## src/hw/rtl/plb_pkg.sv

```systemverilog
// ----------------------------------------------------------------------------
// plb_pkg: shared definitions for the price level book
// Field widths, reset constants, register map and compare result type.
// ----------------------------------------------------------------------------
package plb_pkg;

  localparam int PRICE_W        = 32;
  localparam int VOL_W          = 32;
  localparam int LEVELS_W       = 5;
  localparam int DEPTH_W        = 5;
  localparam int MAX_LEVELS_DEF = 16;
  localparam int PADDR_W        = 3;
  localparam int PDATA_W        = 32;

  localparam logic [DEPTH_W-1:0] DEPTH_RESET = DEPTH_W'(16);

  localparam logic signed [PRICE_W-1:0] INT_MIN = {1'b1, {(PRICE_W-1){1'b0}}};
  localparam logic signed [PRICE_W-1:0] INT_MAX = {1'b0, {(PRICE_W-1){1'b1}}};

  // register index, taken from paddr above the byte offset
  typedef enum logic [0:0] {
    REG_DEPTH = 1'b0
  } plb_reg_t;

  // outcome of the shared signed compare: a against b
  typedef struct packed {
    logic lt;
    logic eq;
    logic gt;
  } plb_cmp_t;

endpackage

```

## src/hw/rtl/plb_req_if.sv

```systemverilog
// ----------------------------------------------------------------------------
// plb_req_if: quote request channel
// Valid/ready channel carrying side, price and volume of one quote.
// ----------------------------------------------------------------------------
interface plb_req_if;
  logic                               valid;
  logic                               ready;
  logic                               cmd;
  logic signed [plb_pkg::PRICE_W-1:0] price;
  logic        [plb_pkg::VOL_W-1:0]   volume;

  modport source (output valid, cmd, price, volume, input ready);
  modport sink   (input valid, cmd, price, volume, output ready);
endinterface

```

## src/hw/rtl/plb_rsp_if.sv

```systemverilog
// ----------------------------------------------------------------------------
// plb_rsp_if: book result channel
// Valid/ready channel carrying the insert flag, best levels and level counts.
// ----------------------------------------------------------------------------
interface plb_rsp_if;
  logic                                valid;
  logic                                ready;
  logic                                inserted;
  logic signed [plb_pkg::PRICE_W-1:0]  best_bid_price;
  logic        [plb_pkg::VOL_W-1:0]    best_bid_volume;
  logic signed [plb_pkg::PRICE_W-1:0]  best_ask_price;
  logic        [plb_pkg::VOL_W-1:0]    best_ask_volume;
  logic        [plb_pkg::LEVELS_W-1:0] bid_levels;
  logic        [plb_pkg::LEVELS_W-1:0] ask_levels;

  modport source (output valid, inserted, best_bid_price, best_bid_volume,
                  best_ask_price, best_ask_volume, bid_levels, ask_levels,
                  input ready);
  modport sink   (input valid, inserted, best_bid_price, best_bid_volume,
                  best_ask_price, best_ask_volume, bid_levels, ask_levels,
                  output ready);
endinterface

```

## src/hw/rtl/price_level_book_top.sv

```systemverilog
// ----------------------------------------------------------------------------
// price_level_book_top: depth-limited top-of-book keeper
// Files quotes into per-side sorted price level tables held in one memory and
// tracks the best bid and best ask.
// ----------------------------------------------------------------------------
//
//  channel | kind            | carries
//  --------+-----------------+-------------------------------------------------
//  req     | valid/ready in  | cmd (0 ask, 1 bid), price, volume
//  rsp     | valid/ready out | inserted, best bid/ask price and volume, counts
//  apb     | APB write/read  | depth register at byte address 0
//
//  A request is accepted in S_IDLE, walked in S_WALK and placed in S_PLACE;
//  the walk reads one level per cycle from the best end, over the held count
//  (at most MAX_LEVELS), or less when the price is already held.
//  Reset empties both tables, restores the best entries and sets depth to 16.
//  A result waiting on rsp holds the block in its placing cycle; the request
//  side stays ready while the block is idle, even if a result is pending.
// ----------------------------------------------------------------------------
module price_level_book_top #(
  parameter int MAX_LEVELS = plb_pkg::MAX_LEVELS_DEF
) (
  input  logic                          clk,
  input  logic                          rst,
  plb_req_if.sink                       req,
  plb_rsp_if.source                     rsp,
  input  logic                          psel,
  input  logic                          penable,
  input  logic                          pwrite,
  input  logic [plb_pkg::PADDR_W-1:0]   paddr,
  input  logic [plb_pkg::PDATA_W-1:0]   pwdata,
  output logic [plb_pkg::PDATA_W-1:0]   prdata,
  output logic                          pready
);
  import plb_pkg::*;

  // count width holds MAX_LEVELS itself; index width addresses one side
  localparam int CW        = $clog2(MAX_LEVELS + 1);
  localparam int AW        = (MAX_LEVELS > 1) ? $clog2(MAX_LEVELS) : 1;
  localparam int MEM_DEPTH = 2 ** (AW + 1);
  localparam logic [CW-1:0] MAX_CNT = CW'(MAX_LEVELS);

  typedef enum logic [2:0] {
    S_IDLE  = 3'b001,
    S_WALK  = 3'b010,
    S_PLACE = 3'b100
  } state_t;

  state_t state;

  // configuration
  logic [DEPTH_W-1:0] depth;
  logic [CW-1:0]      lim;

  // request held for the walk
  logic                      side;
  logic signed [PRICE_W-1:0] price_q;
  logic [VOL_W-1:0]          vol_q;
  logic [CW-1:0]             n_q;
  logic [CW-1:0]             k;
  logic [CW-1:0]             pos;
  logic                      dup;
  logic                      found;
  logic signed [PRICE_W-1:0] carry;

  // book state
  logic [CW-1:0]             bid_count, ask_count;
  logic [CW-1:0]             bid_count_next, ask_count_next;
  logic signed [PRICE_W-1:0] top_bid_price, top_ask_price;
  logic [VOL_W-1:0]          top_bid_volume, top_ask_volume;
  logic signed [PRICE_W-1:0] top_bid_price_next, top_ask_price_next;
  logic [VOL_W-1:0]          top_bid_volume_next, top_ask_volume_next;

  // level memory: bids descending, asks ascending, so the worst level is last
  logic [PRICE_W-1:0] mem [MEM_DEPTH];
  logic [AW:0]        rd_addr;
  logic [AW:0]        wr_addr;
  logic [PRICE_W-1:0] wr_data;
  logic               mem_we;
  logic [PRICE_W-1:0] rd_data;

  // result register
  logic                      out_valid;
  logic                      out_inserted;
  logic signed [PRICE_W-1:0] out_bid_price, out_ask_price;
  logic [VOL_W-1:0]          out_bid_volume, out_ask_volume;
  logic [LEVELS_W-1:0]       out_bid_levels, out_ask_levels;

  // shared compare unit
  logic signed [PRICE_W-1:0] cmp_b;
  plb_cmp_t                  cmp_res;
  logic                      better;
  logic                      req_fire;
  logic                      place_go;
  logic [CW-1:0]             req_n;
  logic                      ins;
  logic                      best_upd;
  logic [CW-1:0]             count_new;

  plb_cmp u_cmp (
    .a   (price_q),
    .b   (cmp_b),
    .res (cmp_res)
  );

  // ---------------------------------------------------------------- config
  assign pready = 1'b1;

  always_ff @(posedge clk) begin
    if (rst) begin
      depth <= DEPTH_RESET;
    end else if (psel && penable && pwrite && (paddr[PADDR_W-1:2] == REG_DEPTH)) begin
      depth <= pwdata[DEPTH_W-1:0];
    end
  end

  always_comb begin
    unique case (paddr[PADDR_W-1:2])
      REG_DEPTH: prdata = PDATA_W'(depth);
      default:   prdata = '0;
    endcase
  end

  // clamp depth to the table size
  always_comb begin
    if (int'(depth) > MAX_LEVELS) begin
      lim = MAX_CNT;
    end else begin
      lim = CW'(depth);
    end
  end

  // ---------------------------------------------------------------- compare
  // walk compares against the level just read, placing against the best
  assign cmp_b  = (state == S_WALK) ? $signed(rd_data)
                                    : (side ? top_bid_price : top_ask_price);
  // a bid is better when higher, an ask when lower
  assign better = side ? cmp_res.gt : cmp_res.lt;

  // ---------------------------------------------------------------- handshake
  assign req.ready = (state == S_IDLE);
  assign req_fire  = req.valid && req.ready;
  assign place_go  = (state == S_PLACE) && (!out_valid || rsp.ready);
  assign req_n     = req.cmd ? bid_count : ask_count;

  // ---------------------------------------------------------------- memory
  always_comb begin
    mem_we  = 1'b0;
    wr_addr = {side, AW'(n_q)};
    wr_data = carry;
    rd_addr = {side, AW'(k + CW'(1))};
    unique case (state)
      S_IDLE: begin
        rd_addr = {req.cmd, {AW{1'b0}}};
      end
      S_WALK: begin
        // once the slot is found, write the carried level and take the next
        wr_addr = {side, AW'(k)};
        mem_we  = found || (!cmp_res.eq && better);
      end
      S_PLACE: begin
        // the last carried level lands past the held count; a full table has
        // no room for it
        mem_we = place_go && !dup && (n_q != MAX_CNT);
      end
      default: begin
        mem_we = 1'b0;
      end
    endcase
  end

  always_ff @(posedge clk) begin
    if (mem_we) begin
      mem[wr_addr] <= wr_data;
    end
    rd_data <= mem[rd_addr];
  end

  // ---------------------------------------------------------------- placing
  always_comb begin
    count_new = n_q;
    ins       = 1'b0;
    if (!dup) begin
      if (n_q >= lim) begin
        // overflow: the worst level drops, which may be the new one
        ins = (pos != n_q);
      end else begin
        count_new = n_q + CW'(1);
        ins       = 1'b1;
      end
    end

    bid_count_next = bid_count;
    ask_count_next = ask_count;
    if (side) begin
      bid_count_next = count_new;
    end else begin
      ask_count_next = count_new;
    end

    best_upd = (vol_q != '0) &&
               (((side ? top_bid_volume : top_ask_volume) == '0) || better);

    top_bid_price_next  = top_bid_price;
    top_bid_volume_next = top_bid_volume;
    top_ask_price_next  = top_ask_price;
    top_ask_volume_next = top_ask_volume;
    if (best_upd && side) begin
      top_bid_price_next  = price_q;
      top_bid_volume_next = vol_q;
    end
    if (best_upd && !side) begin
      top_ask_price_next  = price_q;
      top_ask_volume_next = vol_q;
    end
  end

  // ---------------------------------------------------------------- sequencer
  always_ff @(posedge clk) begin
    if (rst) begin
      state          <= S_IDLE;
      bid_count      <= '0;
      ask_count      <= '0;
      top_bid_price  <= INT_MIN;
      top_bid_volume <= '0;
      top_ask_price  <= INT_MAX;
      top_ask_volume <= '0;
      out_valid      <= 1'b0;
    end else begin
      if (out_valid && rsp.ready && !place_go) begin
        out_valid <= 1'b0;
      end
      unique case (state)
        S_IDLE: begin
          if (req_fire) begin
            // empty side: place at the head at once
            state <= (req_n == '0) ? S_PLACE : S_WALK;
          end
        end
        S_WALK: begin
          if ((!found && cmp_res.eq) || (k == n_q - CW'(1))) begin
            state <= S_PLACE;
          end
        end
        S_PLACE: begin
          if (place_go) begin
            state          <= S_IDLE;
            bid_count      <= bid_count_next;
            ask_count      <= ask_count_next;
            top_bid_price  <= top_bid_price_next;
            top_bid_volume <= top_bid_volume_next;
            top_ask_price  <= top_ask_price_next;
            top_ask_volume <= top_ask_volume_next;
            out_valid      <= 1'b1;
          end
        end
        default: begin
          state <= S_IDLE;
        end
      endcase
    end
  end

  // walk registers and result payload
  always_ff @(posedge clk) begin
    unique case (state)
      S_IDLE: begin
        if (req_fire) begin
          side    <= req.cmd;
          price_q <= req.price;
          vol_q   <= req.volume;
          n_q     <= req_n;
          k       <= '0;
          pos     <= req_n;
          dup     <= 1'b0;
          found   <= 1'b0;
          carry   <= req.price;
        end
      end
      S_WALK: begin
        if (!found && cmp_res.eq) begin
          // price already held: leave the table alone
          dup <= 1'b1;
        end else begin
          if (!found && better) begin
            found <= 1'b1;
            pos   <= k;
          end
          if (found || better) begin
            carry <= rd_data;
          end
          k <= k + CW'(1);
        end
      end
      S_PLACE: begin
        if (place_go) begin
          out_inserted   <= ins;
          out_bid_price  <= top_bid_price_next;
          out_bid_volume <= top_bid_volume_next;
          out_ask_price  <= top_ask_price_next;
          out_ask_volume <= top_ask_volume_next;
          out_bid_levels <= LEVELS_W'(bid_count_next);
          out_ask_levels <= LEVELS_W'(ask_count_next);
        end
      end
      default: begin
        dup <= dup;
      end
    endcase
  end

  assign rsp.valid           = out_valid;
  assign rsp.inserted        = out_inserted;
  assign rsp.best_bid_price  = out_bid_price;
  assign rsp.best_bid_volume = out_bid_volume;
  assign rsp.best_ask_price  = out_ask_price;
  assign rsp.best_ask_volume = out_ask_volume;
  assign rsp.bid_levels      = out_bid_levels;
  assign rsp.ask_levels      = out_ask_levels;

endmodule

```

## src/hw/rtl/plb_cmp.sv

```systemverilog
// ----------------------------------------------------------------------------
// plb_cmp: shared signed price comparator
// One 32-bit signed compare, reused for the level walk and the best update.
// ----------------------------------------------------------------------------
module plb_cmp (
  input  logic signed [plb_pkg::PRICE_W-1:0] a,
  input  logic signed [plb_pkg::PRICE_W-1:0] b,
  output plb_pkg::plb_cmp_t                  res
);
  import plb_pkg::*;

  always_comb begin
    res.lt = (a < b);
    res.eq = (a == b);
    res.gt = (a > b);
  end

endmodule

```

## src/flat_wrapper.sv

```systemverilog
// flat-port wrapper written by rule: the top's interface ports become plain ports
module price_level_book_top_flat import plb_pkg::*;
#(
  parameter int MAX_LEVELS = plb_pkg::MAX_LEVELS_DEF
)
  (clk, rst, psel, penable, pwrite, paddr, pwdata, prdata, pready, req_valid, req_cmd, req_price, req_volume, req_ready, rsp_valid, rsp_inserted, rsp_best_bid_price, rsp_best_bid_volume, rsp_best_ask_price, rsp_best_ask_volume, rsp_bid_levels, rsp_ask_levels, rsp_ready);
  plb_req_if req_i ();
  plb_rsp_if rsp_i ();
  input  logic clk;
  input  logic rst;
  input  logic psel;
  input  logic penable;
  input  logic pwrite;
  input  logic [plb_pkg::PADDR_W-1:0] paddr;
  input  logic [plb_pkg::PDATA_W-1:0] pwdata;
  output logic [plb_pkg::PDATA_W-1:0] prdata;
  output logic pready;
  input wire logic [$bits(req_i.valid)-1:0] req_valid;
  input wire logic [$bits(req_i.cmd)-1:0] req_cmd;
  input wire logic [$bits(req_i.price)-1:0] req_price;
  input wire logic [$bits(req_i.volume)-1:0] req_volume;
  output wire logic [$bits(req_i.ready)-1:0] req_ready;
  output wire logic [$bits(rsp_i.valid)-1:0] rsp_valid;
  output wire logic [$bits(rsp_i.inserted)-1:0] rsp_inserted;
  output wire logic [$bits(rsp_i.best_bid_price)-1:0] rsp_best_bid_price;
  output wire logic [$bits(rsp_i.best_bid_volume)-1:0] rsp_best_bid_volume;
  output wire logic [$bits(rsp_i.best_ask_price)-1:0] rsp_best_ask_price;
  output wire logic [$bits(rsp_i.best_ask_volume)-1:0] rsp_best_ask_volume;
  output wire logic [$bits(rsp_i.bid_levels)-1:0] rsp_bid_levels;
  output wire logic [$bits(rsp_i.ask_levels)-1:0] rsp_ask_levels;
  input wire logic [$bits(rsp_i.ready)-1:0] rsp_ready;
  assign req_i.valid = req_valid;
  assign req_i.cmd = req_cmd;
  assign req_i.price = req_price;
  assign req_i.volume = req_volume;
  assign req_ready = req_i.ready;
  assign rsp_valid = rsp_i.valid;
  assign rsp_inserted = rsp_i.inserted;
  assign rsp_best_bid_price = rsp_i.best_bid_price;
  assign rsp_best_bid_volume = rsp_i.best_bid_volume;
  assign rsp_best_ask_price = rsp_i.best_ask_price;
  assign rsp_best_ask_volume = rsp_i.best_ask_volume;
  assign rsp_bid_levels = rsp_i.bid_levels;
  assign rsp_ask_levels = rsp_i.ask_levels;
  assign rsp_i.ready = rsp_ready;
  price_level_book_top #(.MAX_LEVELS(MAX_LEVELS)) u_core (.clk(clk), .rst(rst), .req(req_i), .rsp(rsp_i), .psel(psel), .penable(penable), .pwrite(pwrite), .paddr(paddr), .pwdata(pwdata), .prdata(prdata), .pready(pready));
endmodule
```

## config.mk

```make
export PLATFORM = sky130hd
export DESIGN_NAME = price_level_book_top_flat
export DESIGN_NICKNAME = d
export VERILOG_FILES = /design/src/hw/rtl/plb_pkg.sv /design/src/hw/rtl/plb_req_if.sv /design/src/hw/rtl/plb_rsp_if.sv /design/src/hw/rtl/price_level_book_top.sv /design/src/hw/rtl/plb_cmp.sv /design/src/flat_wrapper.sv
export SDC_FILE = /design/constraint.sdc
export NUM_CORES = 2
export LEC_CHECK = 0
export BUFFER_PORTS_ARGS = -buffer_cell sky130_fd_sc_hd__buf_4
export CAP_MARGIN = 10
export CELL_PAD_IN_SITES_DETAIL_PLACEMENT = 2
export CELL_PAD_IN_SITES_GLOBAL_PLACEMENT = 2
export CORE_ASPECT_RATIO = 1.25
export CORE_MARGIN = 1.5
export CORE_UTILIZATION = 32
export DETAILED_ROUTE_END_ITERATION = 8
export GPL_ROUTABILITY_DRIVEN = 0
export PLACE_DENSITY = 0.62
export SLEW_MARGIN = 30
export SYNTH_ARGS = -nofsm -noshare
export SYNTH_HDL_FRONTEND = slang
export SYNTH_SLANG_ARGS = --single-unit
```

## constraint.sdc

```tcl
create_clock -name clk -period 13.2 [get_ports clk]
set_input_delay 1.98 -clock clk [delete_from_list [all_inputs] [get_ports clk]]
set_output_delay 1.98 -clock clk [all_outputs]
set_load 0.05 [all_outputs]
```

======== After elaboration in Yosys (flattened, before gate mapping) ========
Memory sizes are Yosys's and may differ from the RTL's. A register that Yosys moved wholly into a read port is not among the register bits.
Index checks and enable logic that the tools add are counted.
word-level totals
  bits in registers ....................... 400
  memories kept ........................... 1
  word-level logic and storage cells ...... 131
  bits in latches ......................... 0
  output and inout bits ................... 174
  ROM bits ................................ 0
  RAM bits ................................ 1024
  input port bits ......................... 107
memories
  name        words  width  read ports  clocked after Yosys merged registers in  wr ports  line                        text
  u_core.mem  32     32     1           1                                        1         price_level_book_top.sv:75  logic [PRICE_W-1:0] mem [MEM_DEPTH];
cells by class
  add/sub/neg operators ................... 3
  magnitude comparators ................... 4
  eq/ne operators ......................... 14
  shift-type cells ........................ 0
  multiply operators ...................... 0
  bitwise gates (word level) .............. 1
  reductions and logical operators ........ 37
  div/mod/pow operators ................... 0
  muxes and demuxes ....................... 46
operator list
  cell                                                   number
  2-to-1 mux 32 bit                                      10
  2-to-1 mux 5 bit                                       13
  case mux 32 bit (2 select lines)                       1
  equality test 32 bit                                   1
  greater-than comparator 32 bit                         1
  logical NOT 32 bit                                     1
  less-than comparator 32 bit                            1
  nonzero test 32 bit                                    1
  case mux 5 bit (2 select lines)                        2
  logical AND 1 bit                                      15
  2-to-1 mux 3 bit                                       4
  inequality test 2 bit (second input constant)          6
  2-to-1 mux 1 bit                                       11
  adder 5 x 1 -> 5 bit (second input constant)           2
  case mux 3 bit (3 select lines)                        1
  AND reduction 3 bit                                    3
  AND reduction 4 bit                                    2
  logical NOT 1 bit                                      6
  case mux 1 bit (2 select lines)                        3
  equality test 5 bit                                    1
  greater-or-equal comparator 5 bit                      1
  greater-than comparator 5 bit (second input constant)  1
  logical NOT 5 bit                                      1
  logical OR 1 bit                                       5
  11 further kinds                                       12

======== Longest topological paths before layout ========
  depth in word-level cells ............... 9
  mapped depth ............................ 18
  depth with buffers taken out ............ 13

======== Hierarchy ========
A second synthesis with hierarchy kept.
second synthesis, totals
  cells, all modules ...................... 4047
  area total of the unflattened synthesis .. 58358.5 um^2
by module, submodules not included
  module                instances  area an instance (um^2)  seq. area each (um^2)  cells each
  price_level_book_top  1          57513.9                  41930.2                3928
  plb_cmp               1          844.6                    0.0                    119

======== Least setup slack after synthesis ========
OpenSTA, ideal clock, no wires.
  kind .................................... in2reg
  from .................................... input port rsp_ready
  to ...................................... memory u_core.mem[25][0], enable pin
  cell stages on the path ................. 5
  path buffers ............................ 0
  data arrival time ....................... 12.146 ns
  setup slack ............................. 0.541 ns
  required time ........................... 12.687 ns
  setup time .............................. 0.513 ns
  cells stage by stage .................... nor2b_1 -> nor2_1 -> a22o_1 -> a21oi_1 -> nor4b_1
on the way
  longest elaborated chain between the ends .. 7
RTL lines
  item                                    line                         text
  from (decl)                             flat_wrapper.sv:31           input wire logic [$bits(rsp_i.ready)-1:0] rsp_ready;
  logical OR 1 bit                        price_level_book_top.sv:143  assign place_go = (state == S_PLACE) && (!out_valid || rsp.ready);
  logical AND 1 bit                       price_level_book_top.sv:143
  logical AND 1 bit (2 in a row)          price_level_book_top.sv:164  mem_we = place_go && !dup && (n_q != MAX_CNT);
  case mux 1 bit (2 select lines)         price_level_book_top.sv:152  unique case (state)
  2-to-1 mux 1 bit                        price_level_book_top.sv:173  if (mem_we) begin
  2-to-1 mux 1 bit (implied by the code)  price_level_book_top.sv:174  mem[wr_addr] <= wr_data;
  to (decl)                               price_level_book_top.sv:75
Every way passes these cells.

======== Final worst setup path ========
  from .................................... register u_core.side
  to ...................................... memory u_core.mem[21][19], enable pin
on the way
  longest elaborated chain between the ends .. 9
  elaborated cells between the ends (all ways) .. 12
  those cells by class .................... order compare: 2; eq/ne: 1; mux: 6; reduce/logical: 3
RTL lines
  item                                                       line                                                      text
  from (decl)                                                price_level_book_top.sv:56                                logic side;
  from (signal assigned)                                     price_level_book_top.sv:269                               side <= req.cmd;
  2-to-1 mux 32 bit                                          price_level_book_top.sv:136                               : (side ? top_bid_price : top_ask_price);
  2-to-1 mux 32 bit                                          price_level_book_top.sv:135                               assign cmp_b = (state == S_WALK) ? $signed(rd_data)
  less-than comparator 32 bit, or another cell as far along  plb_cmp.sv:13                                             res.lt = (a < b);
  2-to-1 mux 1 bit or logical NOT 1 bit (tied branches)      price_level_book_top.sv:138, price_level_book_top.sv:159
  logical AND 1 bit                                          price_level_book_top.sv:159                               mem_we = found || (!cmp_res.eq && better);
  logical OR 1 bit                                           price_level_book_top.sv:159
  case mux 1 bit (2 select lines)                            price_level_book_top.sv:152
  2-to-1 mux 1 bit                                           price_level_book_top.sv:173
  2-to-1 mux 1 bit (implied by the code)                     price_level_book_top.sv:174
Parallel ways exist; a longest one is shown, timed or not.

==> impl_metrics.toml <==
[routing]
wl_mm = 201
via_per_inst = 5.45
ant_nets = 0
drt_iter0_drc = 3178
dr.pass1.iters = 6
drcViolationCount = 0
vias = 37985
wl_per_cell_um = 28.8

[min_path]
hold_start = "u_core.top_ask_volume[26]$_SDFFE_PP0P_"
hold_class = "flip-flop to flip-flop"

[job]
maxCapViolCount = 0

[global_routing]
antenna_found_initial = 8
grt_pass1_wl_mm = 289
grt_overflow = 0
grt_pass1_vias = 40412
grt_usage = 0.212
grt_max_degree = 148

[clocking]
clock-sinks = 1456
hold_buffers = 0
cts.clk_slew.worst_paths_ns = 0.06
cts_setup_buffers = 0
cts_root_buf = "clkbuf_16"
insertion_delay_ns = 0.82
cts_tree = "yes"
cts_max_level = 4
cts.path.max_buffers = 3
ctsResizeCount = 0
numCtsBuffers = 153

[timing]
setup_viol = 0
clock_skew_ns = 0.0399
worst_slew_pin_slew_ns = 0.996
tns_ns = 0
rsz0062_at_grt = "false"
timing.final.crit_share = 0.487
slew_headroom = 0.336
hold_ws_ns = 0.478
maxSlewViolCount = 0
fmax_mhz = 156
hold_viol_final = 0
fin_crit_ns = 6.43

[synth]
synth-seq-cells = 1456
netlist_area_mm2 = 0.0590
syn_avg_cell_area_um2 = 13.9
yosys-top-cells-count = "edfxtp_1 (1277), nand2_1 (726), o21ai_0 (336)"
yosysSeqAreaShare = 0.711
syn-instance-count = 4245
synthArstFlopShare = 0
yosys.area.top_type = "edfxtp_1"
synth_flop_cell = "edfxtp_1"
netlist_top_cells_area = "edfxtp_1 (65%), dfxtp_1 (6.1%), nand2_1 (4.6%)"
post-synth-top-count-cell = "edfxtp_1"
synth_top_area_share = 0.650
yosys_warnings = 0
synth_cell_types = 58
synth-edff-count = 1277

[die]
dieHeight_um = 483
die_area_mm2 = 0.187
fp-row-count = 175
initial_utilization = 0.323
coreArea_mm2 = 0.182
die_x_um = 387
ios = 281

[critical_path]
cp-start-kind = "flip-flop"
crit_type = "flip-flop to flip-flop"
worstPathArrival_ns = 6.85
worstReg2RegStart = "u_core.side$_DFFE_PP_"
critPathLaunch = "u_core.side$_DFFE_PP_"
required_ns = 13.62
worstPathMaxFanout = 34
end_kind = "flip-flop"

[pwr]
ir_drop_mv = 0.104
p_per_area_mw_per_mm2 = 164
leakagePower_nw = 23.1

[run_status]
status = "completed"

[layout]
fill_cells = 18461
area_delta_synth_final_pct = 16.5
drive_gt1_frac = 0.175
fin_nets = 4594

[placed_design]
hpwl_mm = 113
port_buffers = 223
-- worst max-delay path: stages, from the launching register on --
cell and delay, ns:
edfxtp_1 0.98, buf_4 0.58, buf_4 0.57, mux2i_1 0.15, o21a_1 0.21, ha_1 0.38, nand4_1 0.16, nor4_1 0.57
nand3_1 0.43, o211ai_1 0.38, o22ai_1 0.27, a21oi_4 0.70, nor4b_2 0.12, buf_4 0.43
-- cell type report --
class,instances,area (um2),share of cell area
Timing Repair Buffer,354,2900,0.0422
Inverter,18,78.8,0.00115
Tap cell,2389,2990,0.0435
Multi-Input combinational cell,2464,15900,0.231
Clock buffer,200,4190,0.0610
Clock inverter,83,693,0.0101
Antenna cell,2,5.00,0.0000729
Sequential cell,1456,41900,0.611
-- layout by cell type, fill, tap and decap left out, drive strengths merged, types with 9 or more instances in the layout --
| cell | instances |
|---|---|
| mux2 | 161 |
| or3 | 129 |
| nor2b | 9 |
| nand4 | 13 |
| nor3 | 27 |
| o21ai | 370 |
| conb | 28 |
| clkbuf | 200 |
| mux2i | 108 |
| nand2b | 9 |
| mux4 | 64 |
| nand3 | 71 |
| dfxtp | 179 |
| and3 | 133 |
| nor4 | 35 |
| nor2 | 103 |
| buf | 354 |
| ha | 40 |
| o221ai | 130 |
| xor2 | 10 |
| a31oi | 138 |
| edfxtp | 1277 |
| clkinv | 65 |
| a21oi | 96 |
| xnor2 | 9 |
| nand2 | 727 |
| inv | 25 |
-- through the flow --
| stage | area, um2 | setup slack, ns | power, mW | utilization | cells |
|---|---|---|---|---|---|
| 2_1_floorplan | 59100 | 0.541 | 6.39 | - | 4271 |
| 3_3_place_gp | 63300 | 6.45 | 7.04 | 0.347 | 6651 |
| 3_5_place_dp | 63400 | 6.70 | 7.08 | 0.348 | 6653 |
| 4_1_cts | 68300 | 6.59 | 11.4 | 0.374 | 6936 |
| 5_1_grt | 68700 | 6.52 | 11.7 | 0.377 | 6965 |
| 6_report | 68700 | 6.77 | 11.3 | 0.377 | 6966 |
-- registers in the layout, indices dropped and copies added (netlist names), 32 cells and up --
name	flops
u_core.rsp.best_bid_price	32
u_core.price_q	32
u_core.rd_data	32
u_core.rsp.best_ask_price	32
u_core.rsp.best_ask_volume	32
u_core.top_bid_price	32
u_core.rsp.best_bid_volume	32
u_core.top_ask_price	32
u_core.vol_q	32
u_core.top_ask_volume	32
u_core.mem	1024
u_core.top_bid_volume	32
u_core.carry	32
-- routing by layer --
metal / routed length [um] / GRT usage / vias up
met2: 101000 / 0.369 / 1040
met1: 85100 / 0.273 / 20186
met4: 5650 / 0.0648 / 0
li1: - / - / 16442
met3: 9280 / 0.0282 / 317
met5: 0 / 0 / -
-- worst paths after layout --
check                                                 to  slack [ns]  cells past startpoint
setup / recovery            u_core.mem[21][19]$_DFFE_PP_        6.77                     13
hold / removal    u_core.top_ask_volume[26]$_SDFFE_PP0P_        0.48                      2
setup reg to reg            u_core.mem[21][19]$_DFFE_PP_        6.77                     13
hold reg to reg   u_core.top_ask_volume[26]$_SDFFE_PP0P_        0.48                      2
-- cell families (layout without fill, tap and decap cells) --
family / Yosys count / count (layout) / share of synthesized area
other: 2 / 30 / 0.000127
and+or+nand+nor: 1278 / 1278 / 0.0989
DFF: 1456 / 1456 / 0.711
muxes: 333 / 333 / 0.0735
buffers and inverters: 351 / 655 / 0.0270
AOI/OAI and AO/OA: 766 / 766 / 0.0779
xor gates and xnor gates: 19 / 19 / 0.00282
adders and majority gates: 40 / 40 / 0.00849
-- power breakdown --
group          switching, mW  internal, mW  leakage, nW
sequential             0.228          5.19         13.0
combinational           1.02         0.550         7.66
clock                   1.89          2.39         2.38
total                   3.14          8.13         23.1
No activity file was read; power rests on OpenSTA's default activity.
